[config.mk]
export PLATFORM = sky130hd
export DESIGN_NAME = moving_average_warmup_top
export DESIGN_NICKNAME = d
export VERILOG_FILES = /design/src/rtl/mavgw_pkg.sv /design/src/rtl/mavgw_datapath.sv /design/src/rtl/mavgw_ctrl.sv /design/src/rtl/moving_average_warmup_top.sv
export SDC_FILE = /design/constraint.sdc
export NUM_CORES = 1
export LEC_CHECK = 0
export ABC_AREA = 1
export ABC_CLOCK_PERIOD_IN_PS = 3700
export BUFFER_PORTS_ARGS = -buffer_cell sky130_fd_sc_hd__buf_2
export CORE_MARGIN = 2
export CORE_UTILIZATION = 35
export CTS_BUF_LIST = sky130_fd_sc_hd__clkbuf_8
export DETAILED_ROUTE_END_ITERATION = 10
export GPL_TIMING_DRIVEN = 0
export PLACE_DENSITY_LB_ADDON = 0.12
export RECOVER_POWER = 50
export SLEW_MARGIN = 20
export SYNTH_ARGS = -nofsm -noshare
export SYNTH_HDL_FRONTEND = slang
export SYNTH_SLANG_ARGS = --single-unit
export TNS_END_PERCENT = 50
[constraint.sdc]
create_clock -name clk -period 3.7 [get_ports clk]
set_input_delay 0.555 -clock clk [delete_from_list [all_inputs] [get_ports clk]]
set_output_delay 0.555 -clock clk [all_outputs]
set_load 0.1 [all_outputs]
[src/rtl/mavgw_pkg.sv]
package mavgw_pkg;

	// fixed widths of the register and count fields
	localparam int unsigned COUNT_BITS = 5;
	localparam logic [COUNT_BITS-1:0] LEN_RESET = 5'd15;

	// input kinds carried on s_tuser
	localparam logic ACTION_SAMPLE = 1'b0;
	localparam logic ACTION_CLEAR  = 1'b1;

	// commands from the controller to the datapath
	typedef struct packed {
		logic clear;
		logic write;
		logic sum_start;
		logic sum_step;
		logic div_start;
		logic div_step;
		logic load_out;
	} dp_cmd_t;

	// status from the datapath to the controller
	typedef struct packed {
		logic sum_done;
		logic div_done;
	} dp_sts_t;

endpackage

[src/rtl/mavgw_datapath.sv]
module mavgw_datapath
	import mavgw_pkg::*;
#(
	parameter int unsigned MAX_WINDOW  = 16,
	parameter int unsigned SAMPLE_BITS = 16
) (
	input  logic                          clk,
	input  logic                          arst_n,
	input  dp_cmd_t                       cmd,
	output dp_sts_t                       sts,
	input  logic                          cfg_wen,
	input  logic [COUNT_BITS-1:0]         cfg_wdata,
	input  logic signed [SAMPLE_BITS-1:0] sample,
	output logic signed [SAMPLE_BITS-1:0] average,
	output logic [COUNT_BITS-1:0]         valid_count
);

	localparam int unsigned PW    = $clog2(MAX_WINDOW);
	localparam int unsigned CMP_W = ((PW > COUNT_BITS) ? PW : COUNT_BITS) + 1;
	localparam int unsigned SW    = SAMPLE_BITS + COUNT_BITS;
	localparam int unsigned DCW   = $clog2(SW + 1);

	logic [COUNT_BITS-1:0]  len_q;
	logic [COUNT_BITS-1:0]  eff_len;
	logic [PW-1:0]          pos_q;
	logic                   full_q;
	logic [COUNT_BITS-1:0]  cnt_q;
	logic [CMP_W-1:0]       pos_inc;
	logic                   wrap;

	logic [SAMPLE_BITS-1:0] mem_q [MAX_WINDOW];
	logic [SAMPLE_BITS-1:0] rd_data_q;
	logic                   rd_vld_q;
	logic [COUNT_BITS-1:0]  idx_q;
	logic                   rd_en;
	logic signed [SW-1:0]   acc_q;
	logic signed [SW-1:0]   rd_ext;

	logic                   neg_q;
	logic [SW-1:0]          quo_q;
	logic [COUNT_BITS-1:0]  rem_q;
	logic [DCW-1:0]         dcnt_q;
	logic [COUNT_BITS:0]    rem_shift;
	logic                   rem_ge;
	logic [SW-1:0]          quo_signed;

	logic signed [SAMPLE_BITS-1:0] avg_q;
	logic [COUNT_BITS-1:0]         vcnt_q;

	// effective window length: zero means one, saturate at the store depth
	always_comb begin
		if (len_q == '0) begin
			eff_len = COUNT_BITS'(1);
		end else if (CMP_W'(len_q) > CMP_W'(MAX_WINDOW)) begin
			eff_len = COUNT_BITS'(MAX_WINDOW);
		end else begin
			eff_len = len_q;
		end
	end

	// next write position and wrap detect
	assign pos_inc = CMP_W'(pos_q) + CMP_W'(1);
	assign wrap    = (pos_inc >= CMP_W'(eff_len));

	// serial read of the window
	assign rd_en  = cmd.sum_step && (idx_q < cnt_q);
	assign rd_ext = {{(SW-SAMPLE_BITS){rd_data_q[SAMPLE_BITS-1]}}, rd_data_q};

	// restoring divide step on the magnitude
	assign rem_shift = {rem_q, quo_q[SW-1]};
	assign rem_ge    = (rem_shift >= {1'b0, cnt_q});

	assign quo_signed = neg_q ? (~quo_q + SW'(1)) : quo_q;

	// window store, one write and one registered read a cycle
	always_ff @(posedge clk) begin
		if (cmd.write) begin
			mem_q[pos_q] <= sample;
		end
		if (rd_en) begin
			rd_data_q <= mem_q[PW'(idx_q)];
		end
	end

	// window state, length register and sequencing counters
	always_ff @(posedge clk or negedge arst_n) begin
		if (!arst_n) begin
			len_q    <= LEN_RESET;
			pos_q    <= '0;
			full_q   <= 1'b0;
			cnt_q    <= '0;
			idx_q    <= '0;
			rd_vld_q <= 1'b0;
			dcnt_q   <= '0;
		end else begin
			if (cfg_wen) begin
				len_q  <= cfg_wdata;
				pos_q  <= '0;
				full_q <= 1'b0;
			end else if (cmd.clear) begin
				pos_q  <= '0;
				full_q <= 1'b0;
			end else if (cmd.write) begin
				if (wrap) begin
					pos_q  <= '0;
					full_q <= 1'b1;
					cnt_q  <= eff_len;
				end else begin
					pos_q <= PW'(pos_inc);
					cnt_q <= full_q ? eff_len : COUNT_BITS'(pos_inc);
				end
			end

			if (cmd.sum_start) begin
				idx_q    <= '0;
				rd_vld_q <= 1'b0;
			end else if (cmd.sum_step) begin
				rd_vld_q <= rd_en;
				if (rd_en) begin
					idx_q <= idx_q + COUNT_BITS'(1);
				end
			end

			if (cmd.div_start) begin
				dcnt_q <= '0;
			end else if (cmd.div_step && (dcnt_q != DCW'(SW))) begin
				dcnt_q <= dcnt_q + DCW'(1);
			end
		end
	end

	// accumulator, divider and output payload
	always_ff @(posedge clk) begin
		if (cmd.sum_start) begin
			acc_q <= '0;
		end else if (cmd.sum_step && rd_vld_q) begin
			acc_q <= acc_q + rd_ext;
		end

		if (cmd.div_start) begin
			neg_q <= acc_q[SW-1];
			quo_q <= acc_q[SW-1] ? (~acc_q + SW'(1)) : acc_q;
			rem_q <= '0;
		end else if (cmd.div_step && (dcnt_q != DCW'(SW))) begin
			quo_q <= {quo_q[SW-2:0], rem_ge};
			rem_q <= rem_ge ? COUNT_BITS'(rem_shift - {1'b0, cnt_q})
			                : COUNT_BITS'(rem_shift);
		end

		if (cmd.load_out) begin
			avg_q  <= quo_signed[SAMPLE_BITS-1:0];
			vcnt_q <= cnt_q;
		end
	end

	assign sts.sum_done = (idx_q == cnt_q) && !rd_vld_q;
	assign sts.div_done = (dcnt_q == DCW'(SW));

	assign average     = avg_q;
	assign valid_count = vcnt_q;

endmodule

[src/rtl/mavgw_ctrl.sv]
module mavgw_ctrl
	import mavgw_pkg::*;
(
	input  logic    clk,
	input  logic    arst_n,
	input  logic    in_valid,
	input  logic    in_action,
	output logic    in_ready,
	output logic    out_valid,
	input  logic    out_ready,
	output dp_cmd_t cmd,
	input  dp_sts_t sts
);

	typedef enum logic [1:0] {
		ST_IDLE,
		ST_SUM,
		ST_DIV,
		ST_DONE
	} state_t;

	state_t state_q;
	logic   out_valid_q;
	logic   accept;
	logic   out_free;

	assign in_ready  = (state_q == ST_IDLE);
	assign accept    = in_valid && in_ready;
	assign out_free  = !out_valid_q || out_ready;
	assign out_valid = out_valid_q;

	// command decode per state
	always_comb begin
		cmd = '0;
		unique case (state_q)
			ST_IDLE: begin
				if (accept) begin
					if (in_action == ACTION_CLEAR) begin
						cmd.clear = 1'b1;
					end else begin
						cmd.write     = 1'b1;
						cmd.sum_start = 1'b1;
					end
				end
			end
			ST_SUM: begin
				cmd.sum_step  = 1'b1;
				cmd.div_start = sts.sum_done;
			end
			ST_DIV: begin
				cmd.div_step = 1'b1;
			end
			ST_DONE: begin
				cmd.load_out = out_free;
			end
			default: begin
				cmd = '0;
			end
		endcase
	end

	// state and output valid
	always_ff @(posedge clk or negedge arst_n) begin
		if (!arst_n) begin
			state_q     <= ST_IDLE;
			out_valid_q <= 1'b0;
		end else begin
			if (cmd.load_out) begin
				out_valid_q <= 1'b1;
			end else if (out_ready) begin
				out_valid_q <= 1'b0;
			end

			unique case (state_q)
				ST_IDLE: begin
					if (accept && (in_action == ACTION_SAMPLE)) begin
						state_q <= ST_SUM;
					end
				end
				ST_SUM: begin
					if (sts.sum_done) begin
						state_q <= ST_DIV;
					end
				end
				ST_DIV: begin
					if (sts.div_done) begin
						state_q <= ST_DONE;
					end
				end
				ST_DONE: begin
					if (out_free) begin
						state_q <= ST_IDLE;
					end
				end
				default: begin
					state_q <= ST_IDLE;
				end
			endcase
		end
	end

endmodule

[src/rtl/moving_average_warmup_top.sv]
// boxcar moving average with warm-up over a ring store of MAX_WINDOW samples
// sample beat: result valid after a serial sum of count entries through the store
// read port, then a one bit per cycle divide; no new beat is taken until the result
// is loaded, and the next beat is taken in the cycle after that
// clear beat: no result; reset clears position, full flag, output valid and sets
// the window length to 15
module moving_average_warmup_top
	import mavgw_pkg::*;
#(
	parameter int unsigned MAX_WINDOW  = 16,
	parameter int unsigned SAMPLE_BITS = 16
) (
	input  logic clk,
	input  logic arst_n,

	input  logic                  cfg_wen,
	input  logic [COUNT_BITS-1:0] cfg_wdata,   // window_length

	input  logic                                  s_tvalid,
	output logic                                  s_tready,
	input  logic [((SAMPLE_BITS+7)/8)*8-1:0]      s_tdata,   // sample
	input  logic                                  s_tuser,   // action

	output logic                                  m_tvalid,
	input  logic                                  m_tready,
	// average, valid_count, zero fill
	output logic [((SAMPLE_BITS+COUNT_BITS+7)/8)*8-1:0] m_tdata
);

	localparam int unsigned OUT_W = ((SAMPLE_BITS + COUNT_BITS + 7) / 8) * 8;

	dp_cmd_t                       cmd;
	dp_sts_t                       sts;
	logic signed [SAMPLE_BITS-1:0] average;
	logic [COUNT_BITS-1:0]         valid_count;

	// sequencing
	mavgw_ctrl u_ctrl (
		.clk       (clk),
		.arst_n    (arst_n),
		.in_valid  (s_tvalid),
		.in_action (s_tuser),
		.in_ready  (s_tready),
		.out_valid (m_tvalid),
		.out_ready (m_tready),
		.cmd       (cmd),
		.sts       (sts)
	);

	// store, sum, divide and result register
	mavgw_datapath #(
		.MAX_WINDOW  (MAX_WINDOW),
		.SAMPLE_BITS (SAMPLE_BITS)
	) u_datapath (
		.clk         (clk),
		.arst_n      (arst_n),
		.cmd         (cmd),
		.sts         (sts),
		.cfg_wen     (cfg_wen),
		.cfg_wdata   (cfg_wdata),
		.sample      (s_tdata[SAMPLE_BITS-1:0]),
		.average     (average),
		.valid_count (valid_count)
	);

	// pack the result beat
	assign m_tdata = OUT_W'({valid_count, average});

endmodule

; ---- Word-level counts from Yosys, hierarchy flattened
; Memories as Yosys holds them, arrays and structs flattened. A register that Yosys moved wholly into a read port is not among the register bits.
; Cells that the tools add are included.
[op_classes]
muxes = 40
add_sub_neg = 7
n_reduce_logical = 21
order_cmp = 4
n_eq_ne = 10
bitwise = 5
[ops]
columns = cell, n
row1 = $mux 21, 3
row2 = $mux 5, 10
row3 = $add 21x16->21, 1
row4 = $add 21x2->21 const B, 1
row5 = $not 21->21, 1
row6 = $add 16x1->16 const B, 1
row7 = $mux 16, 1
row8 = $mux 4, 4
row9 = $not 16->16, 1
row10 = $mux 1, 13
row11 = $ge 6x5->1, 2
row12 = $mux 2, 6
row13 = $add 5x1->5 const B, 2
row14 = $pmux 2 s4, 1
row15 = $reduce_bool 2->1, 4
row16 = $logic_and 1x1->1, 6
row17 = $mux 3, 2
row18 = $reduce_bool 3->1, 2
row19 = $add 4x1->5 const B, 1
row20 = $eq 5x5->1, 1
row21 = $eq 5x5->1 const B, 1
row22 = $gt 5x5->1 const B, 1
row23 = $logic_not 5->1, 1
row24 = $lt 5x5->1, 1
row25 = other kinds (13), 20
[word_totals]
inputBits = 27
ram_bits = 256
wordCells = 103
output_inout_bits = 26
regBits = 98
mem_count = 1
[memory_table]
columns = memory, words, width, rd, rd_ports_with_merged_regs, write_ports, line
row1 = u_datapath.mem_q, 16, 16, 1, 1, 1, mavgw_datapath.sv:31  ; logic [SAMPLE_BITS-1:0] mem_q [MAX_WINDOW];

; ---- Depth between registers and ports, before layout
[logic_depth]
ltp_word = 8
ltp_mapped = 14
depth_no_buf = 14

; ---- By module
; From an unflattened synthesis, not the netlist that was laid out.
[unflattened]
cells_unflattened = 1676
hier_area_um2 = 17229.0
[by_module_without_submodules]
columns = module, n_inst, area_per_inst_um2, cells_per_inst
row1 = mavgw_datapath, 1, 16928.7, 1632
row2 = mavgw_ctrl, 1, 274.0, 40
row3 = moving_average_warmup_top, 1, 26.3, 4

; ---- Least setup slack after synthesis
; OpenSTA, ideal clock, no wires.
[synth_timing]
kind = register to register
from = reg u_ctrl.state_q[0]
to = mem u_datapath.mem_q[11][0] (enable)
path_buffers = 1
stages_incl_launch_ff = 6
path_slack_ns = 0.268
t_arrival_ns = 3.023
path_cell_list = dfrtp_1 inv_1 ha_1 nand3_1 clkbuf_1 nor3_1
[synth_between]
elab_chain_cells = 6
[synth_rtl]
columns = item, line
row1 = from (decl), mavgw_ctrl.sv:22  ; state_t state_q;
row2 = from (signal assigned), mavgw_ctrl.sv:65  ; state_q <= ST_IDLE;
row3 = from (signal assigned), mavgw_ctrl.sv:77  ; state_q <= ST_SUM;
row4 = from (signal assigned), mavgw_ctrl.sv:82  ; state_q <= ST_DIV;
row5 = $logic_not 2->1 (*), mavgw_ctrl.sv:27  ; assign in_ready = (state_q == ST_IDLE);
row6 = named net s_tready, moving_average_warmup_top.sv:20  ; output logic s_tready,
row7 = $logic_and 1x1->1, mavgw_ctrl.sv:28  ; assign accept = in_valid && in_ready;
row8 = $mux 3, mavgw_ctrl.sv:37  ; if (accept) begin
row9 = $mux 3 (*), mavgw_ctrl.sv:35  ; unique case (state_q)
row10 = $mux 1 (*), mavgw_datapath.sv:77  ; if (cmd.write) begin
row11 = $mux 1 (implied by the code) (*), mavgw_datapath.sv:78  ; mem_q[pos_q] <= sample;
row12 = to (decl), mavgw_datapath.sv:31
; The timed path passes the listed nets; every way through them passes the cells marked *.

; ---- Final worst setup path
[layout_timing]
from = reg u_datapath.idx_q[0]
to = reg u_datapath.rem_q[4]
[layout_between]
elab_chain_cells = 3
[layout_rtl]
columns = item, line
row1 = from (decl), mavgw_datapath.sv:34  ; logic [COUNT_BITS-1:0] idx_q;
row2 = from (signal assigned), mavgw_datapath.sv:120  ; idx_q <= idx_q + COUNT_BITS'(1);
row3 = $eq 5x5->1, mavgw_datapath.sv:156  ; assign sts.sum_done = (idx_q == cnt_q) && !rd_vld_q;
row4 = $logic_and 1x1->1, mavgw_datapath.sv:156
row5 = $mux 2, mavgw_ctrl.sv:35
row6 = to (signal assigned), mavgw_datapath.sv:146  ; rem_q <= rem_ge ? COUNT_BITS'(rem_shift - {1'b0, cnt_q})
row7 = to (decl), mavgw_datapath.sv:41  ; logic [COUNT_BITS-1:0] rem_q;
; No other way between the ends.
; A chain may end at the register's enable or synchronous reset.

==> flow_metrics.py <==
metrics = {
    "detailed_routing": {
        "drt_iter0_markers": 1049,
        "routed-via-count": 12380,
        "first_pass_iters": 5,
        "via_per_inst": 5.030,
        "drt-total-wl_um": 46740,
        "wire_per_inst_um": 18.98,
        "drc_errors": 0,
        "final_antenna_net_count": 0,
    },
    "sta": {
        "period_minus_slack_ns": 3.176,
        "hold_viol": 0,
        "tightest_slew_ns": 1.722,
        "finalSetupViolCount": 0,
        "drv_slew": 30,
        "fmax_ghz": 0.3149,
        "fin_crit_sh_pct": 85.84,
        "fin_skew_ns": 0.03492,
        "rsz0062_at_grt": "no",
        "finalSetupTns_ns": 0,
        "relSlewSlack_pct": -14.81,
    },
    "critical_path": {
        "crit_type": "flop to flop",
        "reg2reg_from": "u_datapath.idx_q[0]",
        "crit_path_start_kind": "flop",
        "path_max_fanout": 24,
        "crit_path_end_kind": "flop",
        "cp-startpoint": "u_datapath.idx_q[0]",
        "required_ns": 4.23,
        "cp_data_arrival_time_ns": 3.70,
    },
    "hold_path": {
        "min_from": "cfg_wdata[4]",
        "hold_class": "primary input to flop",
    },
    "yosys": {
        "ys_top_cells_by_area": "edfxtp_1 55%, nand2_1 6.3%, o21ai_0 5.4%",
        "yosys.area_share.simple_pct": 15.08,
        "postSynthCellCount": 1649,
        "synth_cell_types": 45,
        "synth_top_family_by_area": "simple AND/OR/NAND/NOR gates",
        "syn_area_um2": 17160,
        "synth.area.mux_share_pct": 0,
        "yosys.area_share.adder_pct": 3.734,
        "async_flop_share_pct": 7.838,
        "yosys.area.top_type": "edfxtp_1",
        "synthFlopType": "edfxtp_1",
        "synth-edff-count": 315,
        "synthDominantCellAreaShare_pct": 55.13,
        "synth_xor_area_share_pct": 2.144,
        "yosys_register_bits": 370,
        "synth_seq_area_share_pct": 62.43,
        "syn_area_per_cell_um2": 10.40,
        "yosys_warnings": 0,
        "synth_compound_area_share_pct": 11.20,
    },
    "place": {
        "place.gp.congestion": 0.8529,
        "dp_hpwl_um": 33200,
        "port_buffers": 49,
    },
    "power_and_ir_drop": {
        "power_density_nw_per_um2": 837.4,
        "peakVddDrop_uv": 418.9,
        "p_leak_uw": 0.007593,
    },
    "layout": {
        "final_util_pct": 40.38,
        "syn_to_final_growth_pct": 14.48,
        "drive_above_1_share_pct": 9.897,
        "fin_nets": 1866,
    },
    "status": {
        "status": "complete, but fails checks",
        "violations": "capacitance limit, slew limit",
    },
    "grt": {
        "grt_pass1_vias": 12120,
        "grt_pass1_wl_um": 71420,
        "overflow": 0,
        "antenna_found_initial": 1,
        "grt_start_max_net_pins": 30,
        "grt_usage_pct": 18.83,
    },
    "clock_network": {
        "postCtsSetupBuffers": 0,
        "cts_tree": "built",
        "h-tree-depth": 3,
        "cts_sinks": 370,
        "cts_resized": 0,
        "root_buffer": "clkbuf_8",
        "numCtsBuffers": 67,
        "clk_latency_ns": 0.65,
        "clk_pin_slew_ns": 0.06,
        "clk_path_buf_depth": 3,
    },
    "die": {
        "dieArea_um2": 50810,
        "ios": 53,
        "die_w_um": 225.4,
        "placeableCoreArea_um2": 48650,
        "initial_core_util_pct": 35.27,
        "placementRows": 81,
        "chipHeight_um": 225.4,
    },
    "flow_run": {
        "drv_cap": 1,
    },
}
[where the power goes]
part	internal (uW)	leakage [uW]	switching, uW
Combinational	1970	0.00342	4970
Sequential	5350	0.00344	511
Clock	1880	0.000739	1760
Total	9200	0.00759	7250
[cell type report]
class	instances	area, um^2
Antenna cell	1	2.502
Timing Repair Buffer	69	409.1
Tap cell	622	778.2
Clock inverter	47	256.5
Buffer	66	329.1
Sequential cell	370	10710
Multi-Input combinational cell	1057	5569
Clock buffer	72	991.0
Fill cell	4800	29010
Inverter	158	595.6
[routing by layer]
metal	vias up	part of all wire, %	global-route usage, %
li1	6033	-	-
met1	5925	44	24.55
met2	330	47	30.87
met3	95	4.7	3.429
met4	0	3.4	7.862
met5	-	0	0
[what timing repair did]
action,in CTS,in global routing
hold endpoints to repair,25,0
hold buffers,1,0
setup endpoints to repair,0,0
[metrics by stage]
stage | hold slack (ns) | std cells | setup WS [ns] | total power [uW] | area [um^2]
after CTS | 0.08560 | 2461 | 0.6034 | 16660 | 19710
after floorplan | 0.2594 | 1651 | 0.2679 | 10840 | 17160
after global routing | 0.1431 | 2462 | 0.2595 | 17620 | 19640
after detailed placement | 0.4456 | 2341 | 0.6257 | 12960 | 18460
after global placement | 0.4449 | 2322 | -0.6107 | 12880 | 18190
final | 0.1368 | 2462 | 0.5240 | 16450 | 19640
[worst max-delay path, cell delays in order (launching register included)]
cell,delay (ns)
dfrtp_1,0.49
buf_6,0.20
inv_4,0.05
buf_6,0.15
buf_4,0.19
ha_1,0.31
nand4_1,0.33
nand2_1,0.90
inv_1,0.24
nand2_1,0.12
o21ai_0,0.07
[kinds of logic (layout without fill, tap and decap cells)]
| group | count (synthesis) | in the layout |
|---|---|---|
| xor gates and xnor gates | 42 | 42 |
| other | 1 | 4 |
| buffers and inverters | 224 | 412 |
| adders and majority gates | 50 | 50 |
| DFF | 370 | 370 |
| and+or+nand+nor | 626 | 626 |
| AOI/OAI and AO/OA | 336 | 336 |
[cells in the final DEF (no fill, tap or decap), types with 3 or more instances in the layout]
cell type,n
nand3b_1,4
dfxtp_1,26
nand4_1,9
clkbuf_1,78
xnor2_1,9
buf_6,12
o21ai_1,13
nand3_1,87
buf_8,5
dfrtp_1,25
buf_2,27
xor2_1,33
dfstp_2,4
o221ai_1,23
o22ai_1,45
o21ai_0,187
inv_1,173
a21oi_1,31
o31ai_1,3
clkinv_1,10
clkbuf_8,72
o211ai_1,16
ha_1,48
nor3_2,6
clkinv_2,8
nor2_1,196
inv_2,7
nor3_1,11
buf_4,12
nand2_1,287
conb_1,3
nor2_2,15
o21bai_1,14
edfxtp_1,315
[registers in the layout, summed over array words and instances, names as in the netlist, 2 cells and up]
| register | flops |
|---|---|
| u_datapath.mem_q | 256 |
| u_datapath.acc_q | 21 |
| u_datapath.quo_q | 21 |
| u_datapath.average | 16 |
| u_datapath.rd_data_q | 16 |
| u_datapath.cnt_q | 5 |
| u_datapath.dcnt_q | 5 |
| u_datapath.idx_q | 5 |
| u_datapath.len_q | 5 |
| u_datapath.rem_q | 5 |
| u_datapath.valid_count | 5 |
| u_datapath.pos_q | 4 |
| u_ctrl.state_q | 2 |
[cell usage after synthesis (all sizes together), types with 2 or more instances]
master / n
dfrtp: 25
ha: 48
fa: 2
o221ai: 23
o21bai: 14
clkinv: 3
o21ai: 200
nand2: 289
xor2: 33
o211ai: 16
inv: 155
nand3: 89
o22ai: 45
a21oi: 31
clkbuf: 37
buf: 29
dfxtp: 26
edfxtp: 315
nand3b: 4
or2: 2
nor2: 212
dfstp: 4
xnor2: 9
nor3: 17
o31ai: 3
and2: 3
nand4: 10
[path summary, 6_finish.rpt]
path,endpoint,slack [ns],cells after the start
min in group asynchronous,u_datapath.cnt_q[1],0.91,2
max reg2reg,u_datapath.rem_q[4],0.52,10
max in group asynchronous,u_ctrl.out_valid,1.78,2
max,u_datapath.rem_q[4],0.52,10
min,u_datapath.len_q[4],0.14,3
min reg2reg,u_datapath.rem_q[4],0.45,2
(Power assumes the default switching activity.)
